### src/hdl/looping_sample_resampler_macros.svh
// Assertion macros shared by the resampler RTL.
`ifndef LOOPING_SAMPLE_RESAMPLER_MACROS_SVH
`define LOOPING_SAMPLE_RESAMPLER_MACROS_SVH

// Consequent must hold in the same cycle as the antecedent.
`define LSR_ASSERT_NOW(label, ante, cons, msg) \
  label: assert property (@(posedge clk) disable iff (!rst_n) (ante) |-> (cons)) \
    else $error(msg);

// Consequent must hold in the cycle after the antecedent.
`define LSR_ASSERT_NEXT(label, ante, cons, msg) \
  label: assert property (@(posedge clk) disable iff (!rst_n) (ante) |=> (cons)) \
    else $error(msg);

`endif

### src/hdl/lsr_pkg.sv
// Shared constants and types for the looping sample resampler.
package lsr_pkg;

  // Sample memory geometry
  localparam int SAMPLE_DEPTH = 65536;
  localparam int ADDR_W       = $clog2(SAMPLE_DEPTH);

  // Item field widths
  localparam int CMD_W    = 2;
  localparam int WADDR_W  = 16;
  localparam int BYTE_W   = 8;
  localparam int PERIOD_W = 11;

  // Register widths
  localparam int RATE_W   = 18;
  localparam int LEN_W    = 16;
  localparam int DIST_W   = 16;
  localparam int CFG_IDX_W = 2;
  localparam int CFG_DATA_W = RATE_W;

  localparam logic [PERIOD_W-1:0] PERIOD_MAX = 11'd2047;

  // Step arithmetic: increment = INC_NUM / (period * rate)
  localparam int DEN_W   = PERIOD_W + RATE_W;
  localparam int QUO_W   = 38;
  localparam logic [QUO_W-1:0] INC_NUM = 38'd214552320000;
  localparam int FRAC_W  = 16;
  localparam int SUM_W   = QUO_W + 1;
  localparam int CARRY_W = SUM_W - FRAC_W;
  localparam int POS_W   = ((ADDR_W > CARRY_W) ? ADDR_W : CARRY_W) + 1;
  localparam int CNT_W   = $clog2(QUO_W + 1);

  // Command codes
  localparam logic [CMD_W-1:0] CMD_WRITE = 2'd0;
  localparam logic [CMD_W-1:0] CMD_START = 2'd1;
  localparam logic [CMD_W-1:0] CMD_FRAME = 2'd2;

  // Register indexes
  localparam logic [CFG_IDX_W-1:0] REG_OUTPUT_RATE = 2'd0;
  localparam logic [CFG_IDX_W-1:0] REG_LENGTH      = 2'd1;
  localparam logic [CFG_IDX_W-1:0] REG_LOOP_DIST   = 2'd2;
  localparam logic [CFG_IDX_W-1:0] REG_LOOP_EN     = 2'd3;

  // Divider status toward the sequencer
  typedef struct packed {
    logic busy;
    logic done;
  } div_stat_t;

endpackage

### src/hdl/lsr_divider.sv
// Restoring divider: constant step numerator over a runtime divisor, one bit per cycle.
module lsr_divider
  import lsr_pkg::*;
(
  input  logic             clk,
  input  logic             rst_n,
  input  logic             start,
  input  logic [DEN_W-1:0] divisor,
  output div_stat_t        stat,
  output logic [QUO_W-1:0] quotient
);

  logic             busy_r;
  logic             done_r;
  logic [CNT_W-1:0] count_r;
  logic [DEN_W-1:0] divisor_r;
  logic             zero_r;
  logic [DEN_W-1:0] rem_r;
  logic [QUO_W-1:0] quo_r;

  logic [DEN_W:0]   trial;
  logic [DEN_W:0]   diff;
  logic             fits;

  // One trial subtraction per cycle
  assign trial = {rem_r, quo_r[QUO_W-1]};
  assign diff  = trial - {1'b0, divisor_r};
  assign fits  = trial >= {1'b0, divisor_r};

  // Control
  always_ff @(posedge clk) begin
    if (!rst_n) begin
      busy_r  <= 1'b0;
      done_r  <= 1'b0;
      count_r <= '0;
    end else begin
      done_r <= 1'b0;
      if (start && !busy_r) begin
        busy_r  <= 1'b1;
        count_r <= CNT_W'(QUO_W);
      end else if (busy_r) begin
        count_r <= count_r - 1'b1;
        if (count_r == CNT_W'(1)) begin
          busy_r <= 1'b0;
          done_r <= 1'b1;
        end
      end
    end
  end

  // Datapath: quotient register starts as the numerator and shifts out its bits
  always_ff @(posedge clk) begin
    if (start && !busy_r) begin
      divisor_r <= divisor;
      zero_r    <= (divisor == '0);
      rem_r     <= '0;
      quo_r     <= INC_NUM;
    end else if (busy_r) begin
      rem_r <= fits ? diff[DEN_W-1:0] : trial[DEN_W-1:0];
      quo_r <= {quo_r[QUO_W-2:0], fits};
    end
  end

  // Zero divisor gives a zero step
  assign quotient  = zero_r ? '0 : quo_r;
  assign stat.busy = busy_r;
  assign stat.done = done_r;

endmodule

### config.mk
export PLATFORM = sky130hd
export DESIGN_NAME = lsr_divider
export DESIGN_NICKNAME = d
export VERILOG_FILES = /design/src/hdl/looping_sample_resampler_macros.svh /design/src/hdl/lsr_pkg.sv /design/src/hdl/lsr_divider.sv
export SDC_FILE = /design/constraint.sdc
export NUM_CORES = 1
export LEC_CHECK = 0
export ABC_CLOCK_PERIOD_IN_PS = 4150
export BUFFER_PORTS_ARGS = -buffer_cell sky130_fd_sc_hd__buf_2
export CORE_MARGIN = 2
export CORE_UTILIZATION = 63
export DETAILED_ROUTE_END_ITERATION = 8
export MAX_ROUTING_LAYER = met4
export PLACE_DENSITY = 0.9
export SYNTH_ARGS = -nofsm -noshare
export SYNTH_HDL_FRONTEND = slang
export SYNTH_SLANG_ARGS = --single-unit
### constraint.sdc
create_clock -name clk -period 4.15 [get_ports clk]
set_input_delay 0.415 -clock clk [delete_from_list [all_inputs] [get_ports clk]]
set_output_delay 0.415 -clock clk [all_outputs]
set_load 0.005 [all_outputs]
* Word-level counts from Yosys, hierarchy flattened
Index checks and enable logic that the tools add are counted.
** Operators by class
- Add/sub/neg operators :: 2
- Order comparisons :: 1
- Equal/unequal tests :: 1
- Multiplexer cells :: 8
- Bitwise gates (word level) :: 2
- Reduce and logical (&&, ||, !) cells :: 6
** Operators with widths (number)
- 2-to-1 mux 38 bit :: 1
- greater-or-equal comparator 30 x 29 -> 1 bit :: 1
- zero test 29 bit :: 1
- 2-to-1 mux 29 bit :: 1
- subtractor 29 bit :: 1
- 2-to-1 mux 6 bit :: 2
- == test 6 x 1 -> 1 bit (second input constant) :: 1
- subtractor 6 x 1 -> 6 bit (second input constant) :: 1
- 2-to-1 mux 1 bit :: 4
- OR reduction 3 bit :: 1
- NOT 1 bit :: 2
- nonzero test 2 bit :: 1
- OR reduction 2 bit :: 1
- logical AND 1 bit :: 1
- zero test 1 bit :: 1
** Storage, ports and cells
- Register bits :: 105
- Input bits :: 32

* Depth between registers and ports, before layout
Gate-level depths: netlist (run 1).
- Word-level depth :: 4
- Mapped depth :: 13

* Least setup slack after synthesis (run 1)
Ideal clock, no wire load.
- Kind :: register to register
- From :: register divisor_r[5]
- To :: register rem_r[3]
- Arrival :: 2454 ps
- Slack :: 1562 ps
- Cell stages (with the launch flop) :: 13
- Path through :: edfxtp_1 inv_1 ha_1 a21o_1 or3_4 o221a_4 o211ai_4 nand4_4 nand2_4 buf_12 buf_12 mux2i_1 o22ai_1
** Between the ends
- Word-level cells in the longest chain between the ends :: 2
** RTL lines
- start: declaration :: line lsr_divider.sv:16 : logic [DEN_W-1:0] divisor_r;
- start signal: assignment :: line lsr_divider.sv:54 : divisor_r <= divisor;
- greater-or-equal comparator 30 x 29 -> 1 bit :: line lsr_divider.sv:28 : assign fits = trial >= {1'b0, divisor_r};
- 2-to-1 mux 29 bit :: line lsr_divider.sv:59 : rem_r <= fits ? diff[DEN_W-1:0] : trial[DEN_W-1:0];
- end signal: assignment :: line lsr_divider.sv:59
- end: declaration :: line lsr_divider.sv:18 : logic [DEN_W-1:0] rem_r;
No other way between the ends.
A chain may end at the register's enable or synchronous reset.

* Worst setup path in the final report (run 1)
- From :: register divisor_r[5]
- To :: register rem_r[26]
** Between the ends
- Word-level cells in the longest chain between the ends :: 2
- Elaborated cells on any way between the ends :: 3
- Classes of those cells :: add/sub: 1; order compare: 1; mux: 1
** RTL lines (line)
- subtractor 29 bit / greater-or-equal comparator 30 x 29 -> 1 bit (equally long branches) :: lsr_divider.sv:27, lsr_divider.sv:28
- 2-to-1 mux 29 bit (*) :: lsr_divider.sv:59
Every way passes the cells marked *; elsewhere a longest branch is shown, timed or not.

==> results of run 1 <==
-- final timing paths --
check,depth (start not counted),to
worst max-delay path,10,rem_r[26]$_SDFFE_PP0P_
worst min-delay path,1,divisor_r[20]$_DFFE_PP_
worst max register to register,10,rem_r[26]$_SDFFE_PP0P_
worst min register to register,2,quo_r[23]$_SDFFE_PP0P_
-- routing by layer --
layer	share of wire [%]	global-route usage, %
met1	46	36.9
met3	5.2	4.62
met5	0	-
met2	47	43.2
met4	2.1	8.84
-- power by group --
group	internal [mW]	total, mW	switching [mW]
clock	0.234	0.632	0.399
sequential	1.13	1.19	0.0627
combinational	0.207	0.478	0.272
-- placed cells by master, fill, tap and decap left out, types with 9 or more instances in the layout --
cell,count
edfxtp_1,30
mux2i_1,19
and3_1,11
nand2_1,97
o22ai_1,17
ha_1,31
nand4_1,10
nor2_1,35
xnor2_1,20
nor3_1,9
dfxtp_1,74
o21ai_0,57
clkbuf_8,9
inv_1,39
a21oi_1,43
xor2_1,9
nor2b_1,42
buf_2,71
a21o_1,22
-- state kept, by name (all words and copies together) (netlist names) --
| name | flops |
|---|---|
| zero_r | 1 |
| busy_r | 1 |
| done_r | 1 |
| quo_r | 38 |
| rem_r | 29 |
| divisor_r | 29 |
| count_r | 6 |
-- kinds of logic after synthesis --
family | after synthesis | share of synthesized area, %
compound gates | 181 | 19.2
xor+xnor | 29 | 4.26
fa+ha+maj | 32 | 6.84
buf+inv | 79 | 5.89
flops | 105 | 40.3
mux | 19 | 3.19
simple gates | 242 | 20.3
-- per-stage QoR --
| step | setup slack [ns] | area (µm²) |
|---|---|---|
| after floorplan | 1.56 | 5970 |
| after global placement | 1.21 | 6300 |
| after detailed placement | 1.16 | 6300 |
| after CTS | 1.14 | 6490 |
| after global routing | 0.890 | 6490 |
| final | 1.14 | 6490 |
-- layout make-up --
class,instances,area [µm²],area share (%)
flip-flops and latches,105,2400,37.1
clock inverters,6,61.3,0.945
repair buffers,76,393,6.06
well taps,111,139,2.14
inverters,39,146,2.26
multi-input cells,503,3220,49.6
clock buffers,10,128,1.97
-- critical path: stages (launching register included) --
cell,delay (ns)
edfxtp_1,0.34
inv_1,0.04
ha_1,0.36
a21o_1,0.22
or3_4,0.33
o221a_4,0.25
o211ai_4,0.23
nand4_4,0.19
nand2_4,0.43
or2b_1,0.27
a32o_1,0.24
==> results.md, run 1 <==
- Power Total: 2.30 mW
- Total global routing track utilization: 27.7%
- Average cell area after synthesis: 8.69 µm²
- Worst supply voltage drop on vdd: 203 µV
- Result of the run: finished, final reports clean
- Required time of the worst setup path: 4.45 ns
- Wire length of the first global-routing pass: 22.0 mm
- Pwr per Cell Area: 355 nW/µm²
- DR pass1 iterations: 5
- Total I/O pin count: 72
- TritonCTS Buffers: 9
- RSZ-0062 raised after global routing: false
- Count of different cell masters after synthesis: 61
- Part of the Yosys area used for sequential elements: 40.3%
- Post-synth top flop: dfxtp_1
- Crit. End Element: flop
- Clock sink count: 105
- Net count, final: 798
- Clock tree root driver cell: clkbuf_8
- Max cap viols: 0
- Clock insertion delay at the later pin of the skew report: 0.39 ns
- Detailed placement HPWL: 9.49 mm
- Width of the die: 101 µm
- Register clock-pin slew on the reported worst setup and hold paths: 0.12 ns
- Row count: 35
- Setup TNS: 0 ns
- HP Class: input pin to flop
- Launch point of the critical path: divisor_r[5]$_DFFE_PP_
- Via count of the first global-routing pass: 4670
- Static leakage: 3.01 nW
- Top cells by instance count after synthesis: 97 x nand2_1, 75 x dfxtp_1, 57 x o21ai_0
- Layout cell share with drive strength beyond 1: 14.3%
- Antenna violations before repair: 0
- Clock buffer depth: 2
- Die Height: 101 µm
- Number of nets produced by synthesis: 751
- Total setup buffers inserted after CTS: 0
- Fill cell instance count of the final layout: 712
- Inst Count DP: 834
- Final worst-path cycle share: 72.5%
- Count of antenna-violating nets left after detailed routing: 0
- Count of input and output buffers: 71
- Vias per Instance: 5.92
- Cell Count, Final, Fillers Out: 850
- Critical Path Source Type: flop
- Count of vias placed by the detailed router: 5030
- H-tree depth: 3
- Post-Syn Area: 5970 µm²
- Async set-or-reset flop fraction in the synthesized netlist: 0%
- Number of diodes: 0
- Worst reg-to-reg setup slack: 1.14 ns
- Top cell type by total area after synthesis: dfxtp_1
- Most frequently used cell type in the post-synthesis netlist: nand2_1
- Biggest area contributors in the synthesized netlist: dfxtp_1 25%, edfxtp_1 15%, ha_1 6.5%
- Worst reg2reg startpoint: divisor_r[5]$_DFFE_PP_
- Biggest fanout along the worst timing path: 29
- EDFF count, synth: 30
- Final estimated routing congestion in global placement: 0.999
- Post-route minimum period: 3.01 ns
- Floorplan core area: 9200 µm²
- Count of endpoints failing setup in the final report: 0
- Final-report max-slew violation count: 0
- Number of instances resized during post-cts repair: 0
- Die ar.: 10300 µm²
- Aggregate global routing overflow: 0
- DRC viols: 0
- Effective utilization at floorplan: 64.9%
- Layout area overhead: 8.70%
- Number of hold violations in the final report: 0
- Maximum number of pins on one net before global-route repair: 60
- Layout Utilization: 70.5%
- Crit path arrival time: 3.30 ns
- Routed wire length: 13.5 mm
- Startpoint of the lowest-slack hold path: divisor[20]
- Number of warning messages in the yosys log: 0
- Worst Max-Slew Pin Slew: 1.18 ns
- Top achievable clock speed: 0.333 GHz
- Worst Skew: 0.0162 ns
- Cell count after synthesis: 687
- TritonCTS clock tree: built
- Relative slew margins: 21.6%
- Seq cells post-synth: 105
- Hold-fix buffers at CTS: 0
- Post-DR wirelength/cell: 15.9 µm
- Hold_ws: 0.208 ns
- Area fraction of the dominant cell type after synthesis: 25.2%
- Crit path kind: flop to flop
- Count of routing violations after the opening detailed-route iteration: 282
No activity file was read; power rests on OpenSTA's default activity.
==> run 2: changes to the inputs <==
--- a/config.mk
+++ b/config.mk
@@ -5,13 +5,14 @@
 export SDC_FILE = /design/constraint.sdc
 export NUM_CORES = 1
 export LEC_CHECK = 0
-export ABC_CLOCK_PERIOD_IN_PS = 4150
+export ABC_AREA = 1
+export ABC_CLOCK_PERIOD_IN_PS = 2700
 export BUFFER_PORTS_ARGS = -buffer_cell sky130_fd_sc_hd__buf_2
 export CORE_MARGIN = 2
-export CORE_UTILIZATION = 63
+export CORE_UTILIZATION = 53
 export DETAILED_ROUTE_END_ITERATION = 8
 export MAX_ROUTING_LAYER = met4
-export PLACE_DENSITY = 0.9
+export PLACE_DENSITY = 0.81
 export SYNTH_ARGS = -nofsm -noshare
 export SYNTH_HDL_FRONTEND = slang
 export SYNTH_SLANG_ARGS = --single-unit
==> constraint.sdc (replaced) <==
create_clock -name clk -period 2.7 [get_ports clk]
set_input_delay 0.27 -clock clk [delete_from_list [all_inputs] [get_ports clk]]
set_output_delay 0.27 -clock clk [all_outputs]
set_load 0.005 [all_outputs]
==> run 2 against run 1 <==
  * Clock power grew 110%
  * Sequential share of layout area shrank 2.9 points
  * Critical endpoint is now rem_r[0]$_SDFFE_PP0P_
  * Non-clock buffer count up 5
  * Critical path type unchanged
  * Fmax grew 20%
  * Worst hold slack worse by 0.10 ns
  * Routed wire length rose by 17%
  * Sequential cell count stayed put
  * Via count grew 17%
  * Largest power group is now combinational cells
  * Cell area increased by 8.5%
  * Clock-buffer cell count shrank 1
  * Largest cell class unchanged
  * Die area increased by 23%
  * First-iteration DRC count grew 14%
==> results.md, run 2 <==
- Result of the run: finished, final reports clean
- Most frequently used cell type in the post-synthesis netlist: nand2_1
- Top cells by instance count after synthesis: 284 x nand2_1, 169 x inv_1, 109 x nor2_1
- Power Total: 6.13 mW
- Fin worst setup slack: 0.184 ns
- Detailed placement HPWL: 11.9 mm
- Setup TNS: 0 ns
- HP Class: input pin to flop
- Layout cell share with drive strength beyond 1: 11.3%
- DRC viols: 0
- Slowest library cell on the worst path: fa_1
- Worst-path cell chain: ha_1 -> fa_1 -> inv_1 -> nand3_1 -> nand3_1 -> nand2_1 -> nand2_1 -> nand2_1 -> nand3_2 -> buf_4 -> nand2_1 -> nand3_1 -> o21ai_1
- Pwr per Cell Area: 871 nW/µm²
- Total setup buffers inserted after CTS: 0
- Post-synth top flop: dfxtp_1
- Post-route minimum period: 2.52 ns
- Count of vias placed by the detailed router: 5872
- Post-DR wirelength/cell: 13.9 µm
- Max cap viols: 0
- Max reg flops: 38
- Number of warning messages in the yosys log: 0
- Static leakage: 3.69 nW
- Hold_ws: 0.107 ns
- DR pass1 iterations: 7
- Final worst-path cycle share: 93.2%
- Most frequent cells in the layout: 284 x nand2_1, 169 x inv_1, 107 x nor2_1
- Number of instances resized during post-cts repair: 0
- Worst Max-Slew Pin Slew: 0.857 ns
- TritonCTS clock tree: built
- Share of total power in sequential cells: 33.6%
- Clock tree root driver cell: clkbuf_16
- Buffering stage count on the worst path with inverters included: 2
- Critical path's most frequent cell: nand2_1
- Family with the most delay on the worst path: simple AND/OR/NAND/NOR gates
- Comb pwr share: 44.7%
- Part of the Yosys area used for sequential elements: 38.5%
- Worst supply voltage drop on vdd: 400 µV
- Required time of the worst setup path: 2.92 ns
- Via count of the first global-routing pass: 5534
- Seq cells post-synth: 105
- Count of antenna-violating nets left after detailed routing: 0
- Clock insertion delay at the later pin of the skew report: 0.35 ns
- Number of hold violations in the final report: 0
- Crit path kind: flop to flop
- Number of nets produced by synthesis: 985
- Row count: 39
- Worst Skew: 0.0106 ns
- Delay of the slowest critical-path stage: 0.44 ns
- Clock group share of total power: 21.6%
- Total I/O pin count: 72
- Internal Pwr Total: 3.59 mW
- Final estimated routing congestion in global placement: 0.966
- Average cell area after synthesis: 6.77 µm²
- RSZ-0062 raised after global routing: false
- Crit path arrival time: 2.73 ns
- EDFF count, synth: 30
- Crit. End Element: flop
- Die ar.: 12700 µm²
- Count of input and output buffers: 71
- Net switching component of the power: 2.54 mW
- Floorplan core area: 11500 µm²
- Count of different cell masters after synthesis: 35
- Top achievable clock speed: 0.398 GHz
- Biggest area contributors in the synthesized netlist: dfxtp_1 24%, nand2_1 17%, edfxtp_1 14%
- Net count, final: 1052
- Regs by FF count: quo_r (38), divisor_r (29), rem_r (29)
- Antenna violations before repair: 0
- Hold-fix buffers at CTS: 0
- Clock buffer depth: 2
- Reg with most FFs: quo_r
- Wire length of the first global-routing pass: 26.4 mm
- Top cell type by total area after synthesis: dfxtp_1
- Critical Path Source Type: flop
- Count of endpoints failing setup in the final report: 0
- Async set-or-reset flop fraction in the synthesized netlist: 0%
- Post-Syn Area: 6240 µm²
- Layout area overhead: 12.8%
- Vias per Instance: 5.17
- Aggregate global routing overflow: 0
- Biggest fanout along the worst timing path: 14
- Register clock-pin slew on the reported worst setup and hold paths: 0.07 ns
- Effective utilization at floorplan: 54.4%
- Number of diodes: 0
- Relative slew margins: 42.3%
- Cell count after synthesis: 921
- Switching portion of total power: 41.4%
- Routed wire length: 15.8 mm
- Total global routing track utilization: 26.6%
- Maximum number of pins on one net before global-route repair: 39
- H-tree depth: 3
- Die Height: 112 µm
- Setup WS pre-CTS: 0.276 ns
- Clock sink count: 105
- Most frequent standard cell in the layout excluding fill and tap cells: nand2_1
- TritonCTS Buffers: 9
- Count of routing violations after the opening detailed-route iteration: 322
- Area fraction of the dominant cell type after synthesis: 24.1%
- Width of the die: 112 µm
- Final-report max-slew violation count: 0
-- run 2: kinds of logic after synthesis --
family                   Yosys count  synth area share, %
flip-flops                       105                 38.5
AO/OA/AOI/OAI                     87                 8.24
AND/OR/NAND/NOR                  488                 32.4
adder cells (fa/ha/maj)           32                 6.54
buffers and inverters            195                 12.4
XOR/XNOR                          14                 1.97
-- run 2: final timing paths --
check                              start                endpoint  slack (ns)  depth (start not counted)
setup / recovery  divisor_r[0]$_DFFE_PP_   rem_r[0]$_SDFFE_PP0P_        0.18                         13
hold / removal                divisor[2]  divisor_r[2]$_DFFE_PP_        0.11                          1
setup reg to reg  divisor_r[0]$_DFFE_PP_   rem_r[0]$_SDFFE_PP0P_        0.18                         13
hold reg to reg   rem_r[14]$_SDFFE_PP0P_  rem_r[14]$_SDFFE_PP0P_        0.47                          2
-- run 2: per-layer routing --
layer	part of all wire [%]	GRT usage [%]	vias up
li1	-	-	3022
met1	44	32.9	2627
met2	46	44.4	193
met3	6.7	4.32	30
met4	2.8	9.19	0
met5	0	-	-
-- run 2: cell type report --
class	count	area, µm²
timing repair buffer	81	443
clock buffer	9	225
sequential	105	2400
tap	143	179
clock inverter	7	76.3
inverter	170	638
fill	1054	4430
multi-input combinational	621	3070
-- run 2: stage by stage --
step                      cells  utilization (%)  cell area (µm²)
after global routing       1136             61.4             7040
after floorplan             921                -             6240
after CTS                  1136             61.4             7040
after detailed placement   1120             58.7             6730
after global placement     1120             58.7             6730
final                      1136             61.4             7040
-- run 2: power by group through the flow --
| stage | Sequential [mW] | Combinational [mW] | Clock (mW) |
|---|---|---|---|
| floorplan | 2.04 | 2.08 | 0 |
| global placement | 2.08 | 2.64 | 0 |
| detailed placement | 2.09 | 2.67 | 0 |
| CTS | 2.05 | 2.70 | 1.34 |
| global route | 2.09 | 3.11 | 1.41 |
| finish | 2.06 | 2.74 | 1.33 |
==> run 3: changes to the inputs <==
--- a/config.mk
+++ b/config.mk
@@ -8,11 +8,15 @@
 export ABC_AREA = 1
 export ABC_CLOCK_PERIOD_IN_PS = 2700
 export BUFFER_PORTS_ARGS = -buffer_cell sky130_fd_sc_hd__buf_2
+export CELL_PAD_IN_SITES_DETAIL_PLACEMENT = 1
+export CELL_PAD_IN_SITES_GLOBAL_PLACEMENT = 2
 export CORE_MARGIN = 2
-export CORE_UTILIZATION = 53
+export CORE_UTILIZATION = 30
 export DETAILED_ROUTE_END_ITERATION = 8
+export GPL_TIMING_DRIVEN = 1
 export MAX_ROUTING_LAYER = met4
-export PLACE_DENSITY = 0.81
+export PLACE_DENSITY = 0.82
+export SKIP_LAST_GASP = 1
 export SYNTH_ARGS = -nofsm -noshare
 export SYNTH_HDL_FRONTEND = slang
 export SYNTH_SLANG_ARGS = --single-unit
==> run 3 against run 2 <==
  * First-iteration DRC count down 22%
  * Routed wire length up 26%
  * Total power up 4.2%
==> results.md, run 3 (synthesis results as in run 2) <==
- TritonCTS Buffers: 9
- Pwr per Cell Area: 880 nW/µm²
- TritonCTS clock tree: built
- Layout area overhead: 16.3%
- Biggest fanout along the worst timing path: 5
- Worst supply voltage drop on vdd: 341 µV
- Crit. End Element: flop
- Total global routing track utilization: 19.3%
- RSZ-0062 raised after global routing: false
- Most frequent cells in the layout: 284 x nand2_1, 169 x inv_1, 107 x nor2_1
- Setup TNS: 0 ns
- Static leakage: 3.73 nW
- Number of instances resized during post-cts repair: 0
- Floorplan core area: 20300 µm²
- Count of vias placed by the detailed router: 5924
- Clock tree root driver cell: clkbuf_16
- Number of diodes: 0
- Result of the run: finished, final reports clean
- Antenna violations before repair: 0
- Count of antenna-violating nets left after detailed routing: 0
- Crit path kind: flop to flop
- Total I/O pin count: 72
- Number of hold violations in the final report: 0
- Top achievable clock speed: 0.409 GHz
- Clock sink count: 105
- Max reg flops: 38
- Layout cell share with drive strength beyond 1: 11.9%
- Maximum number of pins on one net before global-route repair: 43
- Fill cell instance count of the final layout: 2674
- Reg with most FFs: quo_r
- Net count, final: 1059
- Routed wire length: 19.9 mm
- Final estimated routing congestion in global placement: 0.876
- HP Class: input pin to flop
- Width of the die: 148 µm
- Post-DR wirelength/cell: 15.6 µm
- Via count of the first global-routing pass: 6154
- Final worst-path cycle share: 90.5%
- Critical Path Source Type: flop
- H-tree depth: 3
- Most frequent standard cell in the layout excluding fill and tap cells: nand2_1
- Die Height: 148 µm
- Crit path arrival time: 2.68 ns
- Family with the most delay on the worst path: simple AND/OR/NAND/NOR gates
- Wire length of the first global-routing pass: 32.4 mm
- Aggregate global routing overflow: 0
- Hold-fix buffers at CTS: 0
- Final-report max-slew violation count: 0
- Required time of the worst setup path: 2.93 ns
- Register clock-pin slew on the reported worst setup and hold paths: 0.08 ns
- Worst Skew: 0.00709 ns
- Worst Max-Slew Pin Slew: 0.862 ns
- Detailed placement HPWL: 15.6 mm
- DRC viols: 0
- Relative slew margins: 42.0%
- Clock insertion delay at the later pin of the skew report: 0.36 ns
- Slowest library cell on the worst path: nor2_1
- Die ar.: 22000 µm²
- Count of input and output buffers: 71
- Critical path's most frequent cell: nor2_1
- Clock buffer depth: 2
- Vias per Instance: 4.66
- Buffering stage count on the worst path with inverters included: 3
- Row count: 52
- Worst-path cell chain: inv_1 -> ha_1 -> inv_1 -> nor2_1 -> buf_4 -> nand4_1 -> nor2_1 -> nand2_1 -> nand2_1 -> nor2_1 -> nand3_1 -> nand3_1 -> o21ai_1
- Regs by FF count: quo_r (38), divisor_r (29), rem_r (29)
- Area occupied by registers: 2400 µm²
- Power Total: 6.38 mW
- Effective utilization at floorplan: 30.7%
- Multi-input logic area: 3080 µm²
- Max cap viols: 0
- Count of endpoints failing setup in the final report: 0
- DR pass1 iterations: 4
- Delay of the slowest critical-path stage: 0.49 ns
- Total setup buffers inserted after CTS: 0
- Count of routing violations after the opening detailed-route iteration: 251
- Post-route minimum period: 2.44 ns
==> run 3: cell count changes in the layout (fill, tap and decap cells not counted), sizes merged <==
cell    delta
clkinv     -2
buf        +7
clkbuf     +1
inv        +1
==> run 3: cell type report <==
class                      instances  area share [%]
clock buffer                      10            3.16
clock inverter                     6            1.19
inverter                         170            8.80
multi-input combinational        621            42.4
sequential                       105            33.1
tap                              270            4.66
timing repair buffer              88            6.66
==> run 3: path summary, 6_finish.rpt <==
kind / from / to / slack [ns] / depth (start not counted)
hold reg to reg: rem_r[21]$_SDFFE_PP0P_ / rem_r[21]$_SDFFE_PP0P_ / 0.48 / 2
hold / removal: divisor[2] / divisor_r[2]$_DFFE_PP_ / 0.1 / 1
setup / recovery: divisor_r[28]$_DFFE_PP_ / rem_r[0]$_SDFFE_PP0P_ / 0.26 / 13
setup reg to reg: divisor_r[28]$_DFFE_PP_ / rem_r[0]$_SDFFE_PP0P_ / 0.26 / 13
==> run 3: metal layers <==
layer / wire length (µm) / track usage (%)
met1: 9400 / 24.5
met3: 757 / 2.70
met4: 359 / 5.71
met5: 0 / -
met2: 9350 / 32.1
==> run 3: where the power goes <==
group	total (mW)	switching [mW]	internal, mW
combinational	2.88	1.88	1.00
sequential	2.07	0.188	1.89
clock	1.43	0.679	0.748
==> run 3: metrics by stage <==
stage	std cells	instance area, µm²	utilization [%]	setup slack [ns]	hold slack (ns)
floorplan	921	6240	-	0.271	0.369
global placement	1254	6940	34.2	0.287	0.461
detailed placement	1254	6940	34.2	0.299	0.465
CTS	1270	7250	35.7	0.262	0.0832
global route	1270	7250	35.7	0.0819	0.0901
finish	1270	7250	35.7	0.256	0.0951
